### config.mk
export PLATFORM = sky130hd
export DESIGN_NAME = length_prefixed_deframer
export DESIGN_NICKNAME = d
export VERILOG_FILES = /design/src/hdl/lpd_pkg.sv /design/src/hdl/length_prefixed_deframer.sv
export SDC_FILE = /design/constraint.sdc
export NUM_CORES = 1
export LEC_CHECK = 0
export BUFFER_PORTS_ARGS = -buffer_cell sky130_fd_sc_hd__buf_4
export CAP_MARGIN = 10
export CORE_MARGIN = 1.5
export CORE_UTILIZATION = 34
export CTS_BUF_LIST = sky130_fd_sc_hd__clkbuf_4
export DETAILED_ROUTE_END_ITERATION = 6
export GPL_TIMING_DRIVEN = 1
export PLACE_DENSITY_LB_ADDON = 0.1
export SETUP_SLACK_MARGIN = 0.1
export SLEW_MARGIN = 0
export SYNTH_ARGS = -nofsm -noshare
export SYNTH_HDL_FRONTEND = slang
export SYNTH_SLANG_ARGS = --single-unit
### constraint.sdc
create_clock -name clk -period 4.41 [get_ports clk]
set_input_delay 0 -clock clk [delete_from_list [all_inputs] [get_ports clk]]
set_output_delay 0 -clock clk [all_outputs]
set_load 0.05 [all_outputs]
### src/hdl/lpd_pkg.sv
// ----------------------------------------------------------------------------
// lpd_pkg
// shared types and codes for the length-prefixed deframer
// ----------------------------------------------------------------------------
package lpd_pkg;

    localparam int LENGTH_BITS = 16;
    localparam int BYTE_BITS   = 8;
    localparam int KIND_BITS   = 2;

    localparam logic [LENGTH_BITS-1:0] MAX_BODY_LENGTH_RESET = 16'd1024;

    // result kinds
    localparam logic [KIND_BITS-1:0] KIND_BYTE  = 2'd0;
    localparam logic [KIND_BITS-1:0] KIND_EMPTY = 2'd1;
    localparam logic [KIND_BITS-1:0] KIND_ERROR = 2'd2;

    typedef struct packed {
        logic [KIND_BITS-1:0]   kind;
        logic [BYTE_BITS-1:0]   body_byte;
        logic                   last_of_message;
        logic [LENGTH_BITS-1:0] message_length;
    } result_t;

endpackage

### src/hdl/length_prefixed_deframer.sv
// ----------------------------------------------------------------------------
// length_prefixed_deframer
// splits a byte stream into messages with a 16-bit big-endian length header
// ----------------------------------------------------------------------------
//
// channel   direction  handshake                 payload
// -------   ---------  ------------------------  -----------------------------
// data      in         data_valid / data_stall   data_byte
// result    out        result_valid / result_stall
//                                                kind, body_byte,
//                                                last_of_message, message_length
// config    in         cfg_we (no wait)          cfg_wdata (max_body_length)
//
// one request per cycle sustained while data_stall is low; each result is
// registered in the output register, or first in the skid register while the output stalls
// header parse, length compare and byte count all settle in the accept cycle
// a skid register behind the output register takes one more result while
// result_stall is high; data_stall is simply the skid register being full
// reset clears the parser, the halt state and both result valid flags, and
// loads the maximum body length with 1024
// after a length error the block keeps taking requests but drops them
//
module length_prefixed_deframer
(
    input  logic                             clk,
    input  logic                             rst_n,

    input  logic                             data_valid,
    output logic                             data_stall,
    input  logic [lpd_pkg::BYTE_BITS-1:0]    data_byte,

    output logic                             result_valid,
    input  logic                             result_stall,
    output logic [lpd_pkg::KIND_BITS-1:0]    kind,
    output logic [lpd_pkg::BYTE_BITS-1:0]    body_byte,
    output logic                             last_of_message,
    output logic [lpd_pkg::LENGTH_BITS-1:0]  message_length,

    input  logic                             cfg_we,
    input  logic [lpd_pkg::LENGTH_BITS-1:0]  cfg_wdata
);

    // parser phases
    localparam logic [1:0] PH_HIGH = 2'd0;
    localparam logic [1:0] PH_LOW  = 2'd1;
    localparam logic [1:0] PH_BODY = 2'd2;
    localparam logic [1:0] PH_HALT = 2'd3;

    logic [1:0]                      phase_reg, phase_next;
    logic [lpd_pkg::BYTE_BITS-1:0]   header_high_reg, header_high_next;
    logic [lpd_pkg::LENGTH_BITS-1:0] bytes_left_reg, bytes_left_next;
    logic [lpd_pkg::LENGTH_BITS-1:0] declared_length_reg, declared_length_next;
    logic [lpd_pkg::LENGTH_BITS-1:0] max_body_length_reg;

    // output register and skid register
    logic             out_valid_reg, out_valid_next;
    lpd_pkg::result_t out_reg, out_next;
    logic             skid_valid_reg, skid_valid_next;
    lpd_pkg::result_t skid_reg, skid_next;

    logic                            accept;
    logic                            res_fire;
    lpd_pkg::result_t                res;
    logic [lpd_pkg::LENGTH_BITS-1:0] header_len;
    logic                            out_free;

    assign data_stall = skid_valid_reg;
    assign accept     = data_valid && !skid_valid_reg;
    assign header_len = {header_high_reg, data_byte};

    // ------------------------------------------------------------------
    // parser: one byte per request, at most one result
    // ------------------------------------------------------------------
    always_comb
    begin
        phase_next           = phase_reg;
        header_high_next     = header_high_reg;
        bytes_left_next      = bytes_left_reg;
        declared_length_next = declared_length_reg;
        res_fire             = 1'b0;
        res.kind             = lpd_pkg::KIND_BYTE;
        res.body_byte        = '0;
        res.last_of_message  = 1'b0;
        res.message_length   = '0;

        if (accept)
        begin
            case (phase_reg)
                PH_HIGH:
                begin
                    header_high_next = data_byte;
                    phase_next       = PH_LOW;
                end
                PH_LOW:
                begin
                    declared_length_next = header_len;
                    if (header_len > max_body_length_reg)
                    begin
                        // oversized header: report and halt until reset
                        phase_next         = PH_HALT;
                        bytes_left_next    = '0;
                        res_fire           = 1'b1;
                        res.kind           = lpd_pkg::KIND_ERROR;
                        res.message_length = header_len;
                    end
                    else if (header_len == '0)
                    begin
                        phase_next          = PH_HIGH;
                        bytes_left_next     = '0;
                        res_fire            = 1'b1;
                        res.kind            = lpd_pkg::KIND_EMPTY;
                        res.last_of_message = 1'b1;
                    end
                    else
                    begin
                        bytes_left_next = header_len;
                        phase_next      = PH_BODY;
                    end
                end
                PH_BODY:
                begin
                    res_fire            = 1'b1;
                    res.kind            = lpd_pkg::KIND_BYTE;
                    res.body_byte       = data_byte;
                    res.message_length  = declared_length_reg;
                    res.last_of_message = (bytes_left_reg <= 16'd1);
                    if (bytes_left_reg <= 16'd1)
                    begin
                        bytes_left_next = '0;
                        phase_next      = PH_HIGH;
                    end
                    else
                    begin
                        bytes_left_next = bytes_left_reg - 1'b1;
                    end
                end
                default:
                begin
                    // halted: drop the byte
                    phase_next = PH_HALT;
                end
            endcase
        end
    end

    // ------------------------------------------------------------------
    // output register with skid
    // ------------------------------------------------------------------
    always_comb
    begin
        out_free        = !out_valid_reg || !result_stall;
        out_valid_next  = out_valid_reg;
        out_next        = out_reg;
        skid_valid_next = skid_valid_reg;
        skid_next       = skid_reg;

        if (out_free)
        begin
            if (skid_valid_reg)
            begin
                // no request accepted while the skid is full
                out_valid_next  = 1'b1;
                out_next        = skid_reg;
                skid_valid_next = 1'b0;
            end
            else
            begin
                out_valid_next = res_fire;
                if (res_fire)
                begin
                    out_next = res;
                end
            end
        end
        else if (res_fire)
        begin
            skid_valid_next = 1'b1;
            skid_next       = res;
        end
    end

    always_ff @(posedge clk or negedge rst_n)
    begin
        if (!rst_n)
        begin
            phase_reg           <= PH_HIGH;
            header_high_reg     <= '0;
            bytes_left_reg      <= '0;
            declared_length_reg <= '0;
            max_body_length_reg <= lpd_pkg::MAX_BODY_LENGTH_RESET;
            out_valid_reg       <= 1'b0;
            skid_valid_reg      <= 1'b0;
        end
        else
        begin
            phase_reg           <= phase_next;
            header_high_reg     <= header_high_next;
            bytes_left_reg      <= bytes_left_next;
            declared_length_reg <= declared_length_next;
            out_valid_reg       <= out_valid_next;
            skid_valid_reg      <= skid_valid_next;
            if (cfg_we)
            begin
                max_body_length_reg <= cfg_wdata;
            end
        end
    end

    // payload registers, no reset
    always_ff @(posedge clk)
    begin
        out_reg  <= out_next;
        skid_reg <= skid_next;
    end

    assign result_valid    = out_valid_reg;
    assign kind            = out_reg.kind;
    assign body_byte       = out_reg.body_byte;
    assign last_of_message = out_reg.last_of_message;
    assign message_length  = out_reg.message_length;

endmodule
Word-level counts from Yosys, hierarchy flattened
Index checks and enable logic that the tools add are counted.
- $add $sub $neg: 1
- magnitude comparators: 2
- eq/ne operators: 3
- multiplexer cells: 25
- bitwise logic cells: 1
- reductions and logical operators: 16
- operator list (operator ; number):
    two-way mux 27 bit ; 3
    two-way mux 16 bit ; 4
    one-hot mux 17 bit (2 select lines) ; 1
    one-hot mux 16 bit (2 select lines) ; 1
    greater-than comparator 16 bit ; 1
    <= comparator 16 x 1 -> 1 bit, second input constant ; 1
    zero test 16 bit ; 1
    subtractor 16 x 1 -> 16 bit, second input constant ; 1
    AND reduction 2 bit ; 6
    two-way mux 2 bit ; 5
    two-way mux 1 bit ; 8
    two-way mux 8 bit ; 1
    one-hot mux 2 bit (3 select lines) ; 1
    nonzero test 2 bit ; 3
    zero test 1 bit ; 3
    equality test 2 x 1 -> 1 bit, second input constant ; 1
    equality test 2 bit, second input constant ; 1
    zero test 2 bit ; 1
    != test 2 bit, second input constant ; 1
    one-hot mux 1 bit (2 select lines) ; 1
    logical AND 1 bit ; 1
    logical OR 1 bit ; 1
    NOT 1 bit ; 1
- bits in registers: 114
- bits of input ports: 29
- output and inout port bits: 29

Logic depth before layout (Yosys ltp)
- word-level depth: 7
- depth in mapped cells: 10
- gate-level depth less buffers: 8

Least setup slack after synthesis
No wires, ideal clock.
- kind: register to register
- from: reg header_high_reg[7] (netlist bit)
- to: reg out_reg (netlist bit body_byte[0]), enable pin
- library setup time: 0.420 ns
- data arrival time: 3.468 ns
- path slack: 0.522 ns
- cell stages (with the launch flop): 8
- buffers on the path: 1
- clock period less this slack: 3.888 ns
- path through: dfrtp_1 ha_1 nand4_2 or4_4 a31oi_2 buf_4 nor4_1 a21oi_1
- cells in the longest elaborated chain, start to end: 7
- elaborated cells between the ends (all ways): 8
- those cells by class: 1 x order compare; 4 x mux; 3 x reduce/logical
- ends and longest elaborated chain (what ; line ; source):
    from (decl) ; length_prefixed_deframer.sv:50 ; logic [lpd_pkg::BYTE_BITS-1:0] header_high_reg, header_high_next;
    from (signal assigned) ; length_prefixed_deframer.sv:197 ; header_high_reg <= header_high_next;
    parallel branches: the longest is 2 deep, another holds greater-than comparator 16 bit ; - ;
    two-way mux 1 bit (*) ; length_prefixed_deframer.sv:97 ; if (header_len > max_body_length_reg)
    one-hot mux 1 bit (2 select lines) (*) ; length_prefixed_deframer.sv:88 ; case (phase_reg)
    two-way mux 1 bit (*) ; length_prefixed_deframer.sv:86 ; if (accept)
    nonzero test 2 bit (no source line) (*) ; - ;
    AND reduction 2 bit (no source line) (*) ; - ;
    to (signal assigned) ; length_prefixed_deframer.sv:212 ; out_reg <= out_next;
    to (decl) ; length_prefixed_deframer.sv:57 ; lpd_pkg::result_t out_reg, out_next;
Every way passes the cells marked *.
A chain may end at the register's enable or synchronous reset.

Worst setup path in the final report
- from: reg phase_reg[0]
- to: reg skid_reg[8] (netlist bit), enable pin
- cells in the longest elaborated chain, start to end: 4
- elaborated cells between the ends (all ways): 5
- those cells by class: 2 x eq/ne; 2 x mux; 1 x reduce/logical
- ends and longest elaborated chain (what ; line ; source):
    from (decl) ; length_prefixed_deframer.sv:49 ; logic [1:0] phase_reg, phase_next;
    from (signal assigned) ; length_prefixed_deframer.sv:196 ; phase_reg <= phase_next;
    equality test 2 bit / equality test 2 x 1 -> 1 bit (equally long branches) ; length_prefixed_deframer.sv:88 ;
    one-hot mux 1 bit (2 select lines) (*) ; length_prefixed_deframer.sv:88 ;
    two-way mux 1 bit (*) ; length_prefixed_deframer.sv:86 ;
    AND reduction 2 bit (no source line) (*) ; - ;
    to (signal assigned) ; length_prefixed_deframer.sv:213 ; skid_reg <= skid_next;
    to (decl) ; length_prefixed_deframer.sv:59 ; lpd_pkg::result_t skid_reg, skid_next;
Every way passes the cells marked *; elsewhere a longest branch is shown, timed or not.

==> run metrics <==
status=finished clean; CP max stage delay=around 450 ps; Synth Net Count=roughly 480; Distinct cells, synth=52; Synth area leader=edfxtp_1; Clock Power Share=between 30% and 40%; sequential element share of the synthesized area=roughly three fifths; post-synthesis register bit count=approximately 110; post-CTS setup buffer count=0; die footprint=roughly 0.016 mm^2; dpl cells=658; Post-Route WL=roughly 13 mm; Layout area overhead=28.07%; Root Driver=clkbuf_4; IO Port Bufs=57; H-tree levels=4; critical path cell sequence=inv_1 -> ha_1 -> and3b_1 -> nand2_1 -> a41o_1 -> a31oi_2 -> nor3_1 -> nor2_2 -> buf_4; maximum clock rate=between 300 and 400 MHz; Sink Count=114; actual slew at the worst max-slew pin=around 1200 ps; HP Class=input pin to async pin; drt wl/cell=roughly 18 um; synth top area cells=edfxtp_1 31%, dfrtp_1 28%, ha_1 5.2%, mux2_2 5.1%, a21o_1 3.7%; net load switching power=between 0.5 and 0.6 mW; launching element type of the critical path=flip-flop; hpwl dp=about 8.4 mm; Crit path buffers/inverters=2; Initial DRC Count=~270; setup TNS=0 ps; clock skew=~19 ps; RePlAce Congestion=~0.84; Reg clk slew, reported paths=100 ps; post-synthesis cell count=between 400 and 500; worst setup path start=phase_reg[0]$_DFFE_PN0P_; sw frac=approximately a quarter; Final ANT Viol Nets=0; initial antenna violation count=1; I/O pins=58; max-slew violation count=0; Post-synth EDFFs=54; Layout Nets=slightly below 600; first-pass GRT wire length=roughly 21 mm; Commonest cells post-synth=59 x dfrtp_1, 54 x edfxtp_1, 35 x nand2_1, 31 x o21ai_0, 26 x a21o_1; setup violators final=0; Initial Utilization=a little over a third; critical path's slowest cell=and3b_1; max reg flops=27; vias in the first global route=about 4000; critical path class=flip-flop to flip-flop; Fin Hold WS=roughly 83 ps; Num CTS Buffers=17; Max-slew headroom=between 20% and 30%; maximum VDD drop=around 0.00014 V; Yosys warning total=0; max capacitance violation total=0; R2R Path Start=phase_reg[0]$_DFFE_PN0P_; Synth Area per Inst=12.37 um^2; Finished Cell Area=between 0.006 and 0.007 mm^2; Final Hold Fails=0; power share of the combinational group=slightly above 7%; CP top delay family=simple AND/OR/NAND/NOR gates; vias per cell=5.238; layout cells sized above 1=25.04%; Tcrit/Tclk final=about 72%; most frequent cell after synthesis=dfrtp_1; PwrDens=about 300 mW/mm^2; grt ovf=0; # hold bufs at CTS=57; # resized after CTS=0; WP data arrival=~3400 ps; largest net degree at the start of global routing=61; Leak=approximately 3.0 nW; post-layout minimum cycle time=3185 ps; Cell Area, Synth=~0.0053 mm^2; GR Util All Layers=17.37%; CP required=about 4600 ps; # rows=45; Die X=127.8 um; fin cells=about 750; drt first pass iters=4; Post-synth ARST share=between 50% and 60%; area share of the largest cell type after synthesis=between 30% and 40%; drc violations=0; Skew-Pair Late Insertion Delay=around 540 ps; CTS Buffer Depth=2; CP Capture Type=flip-flop; Synth Flop Type=dfrtp_1; internal power=roughly 1.6 mW; Seq pwr share=between 50% and 60%; Placeable Area=0.01520 mm^2; via count=between 3000 and 4000; CP Max Fanout=22; Die Span Y=127.8 um; Fill cells=between 1000 and 1500; Area after DPL=0.005908 mm^2; CTS tree=built; RSZ-0062 raised after global routing=false
final cells by class:
class | count | area [um^2] | share of cell area [%]
diodes | 1 | 2.502 | 0.03690
clock buffers | 18 | 135.1 | 1.993
clock inverters | 14 | 165.2 | 2.435
inverters | 20 | 75.07 | 1.107
multi-input cells | 275 | 2016 | 29.72
flip-flops and latches | 114 | 3124 | 46.07
well taps | 188 | 235.2 | 3.469
repair buffers | 118 | 1028 | 15.17
path summary, 6_finish.rpt:
| check | endpoint | slack (ps) | depth (start not counted) |
|---|---|---|---|
| min reg2reg | declared_length_reg[0]$_DFFE_PN0P_ | 510 | 2 |
| max in group asynchronous | header_high_reg[3]$_DFFE_PN0P_ | 3820 | 2 |
| max reg2reg | skid_reg[8]$_DFFE_PP_ | 1220 | 9 |
| min in group clk | phase_reg[0]$_DFFE_PN0P_ | 110 | 4 |
| max | skid_reg[8]$_DFFE_PP_ | 1220 | 9 |
| min | max_body_length_reg[7]$_DFFE_PN0P_ | 80 | 2 |
stage by stage:
step / setup slack [ps] / utilization, % / power [mW]
2_1_floorplan: 522.0 / - / 1.188
3_3_place_gp: 1366 / 38.86 / 1.245
3_5_place_dp: 1206 / 38.86 / 1.248
4_1_cts: 1175 / 44.59 / 2.113
5_1_grt: 1010 / 44.61 / 2.184
6_report: 1225 / 44.61 / 2.091
layout by cell type, fill, tap and decap left out, types with 15 or more instances in the layout:
| master | netlist | routed |
|---|---|---|
| mux2_2 | 24 | 24 |
| clkbuf_4 | 0 | 18 |
| buf_4 | 1 | 61 |
| dfrtp_1 | 59 | 59 |
| ha_1 | 22 | 22 |
| nor3_1 | 15 | 15 |
| a21o_1 | 26 | 26 |
| inv_1 | 20 | 20 |
| nand2_1 | 35 | 35 |
| nor2_1 | 20 | 19 |
| o21ai_0 | 31 | 31 |
| dlygate4sd3_1 | 0 | 57 |
| edfxtp_1 | 54 | 54 |
metal layers:
metal / vias up / part of all wire, % / GRT usage (%)
met4: 0 / 1.2 / 5.552
met3: 14 / 3.2 / 4.382
met2: 80 / 49 / 28.21
met1: 1972 / 47 / 22.86
li1: 1852 / - / -
met5: - / 0 / 0
power by group through the flow:
stage                     clock network (mW)  registers [mW]  logic (mW)
after global routing                   0.894            1.12       0.166
after global placement                     0            1.14       0.100
after detailed placement                   0            1.14       0.103
final                                  0.820            1.12       0.149
after CTS                              0.841            1.12       0.150
after floorplan                            0            1.14      0.0441
cell families (layout without fill, tap and decap cells):
logic type	count (synthesis)	count (layout)	synth area share, %
and+or+nand+nor	117	117	11.74
DFF	114	114	59.00
muxes	24	24	5.104
adders and majority gates	22	22	5.198
other	0	1	0
buffers and inverters	39	170	3.048
AOI/OAI and AO/OA	112	112	15.90
Note: power is estimated with default switching activity, not from simulation.
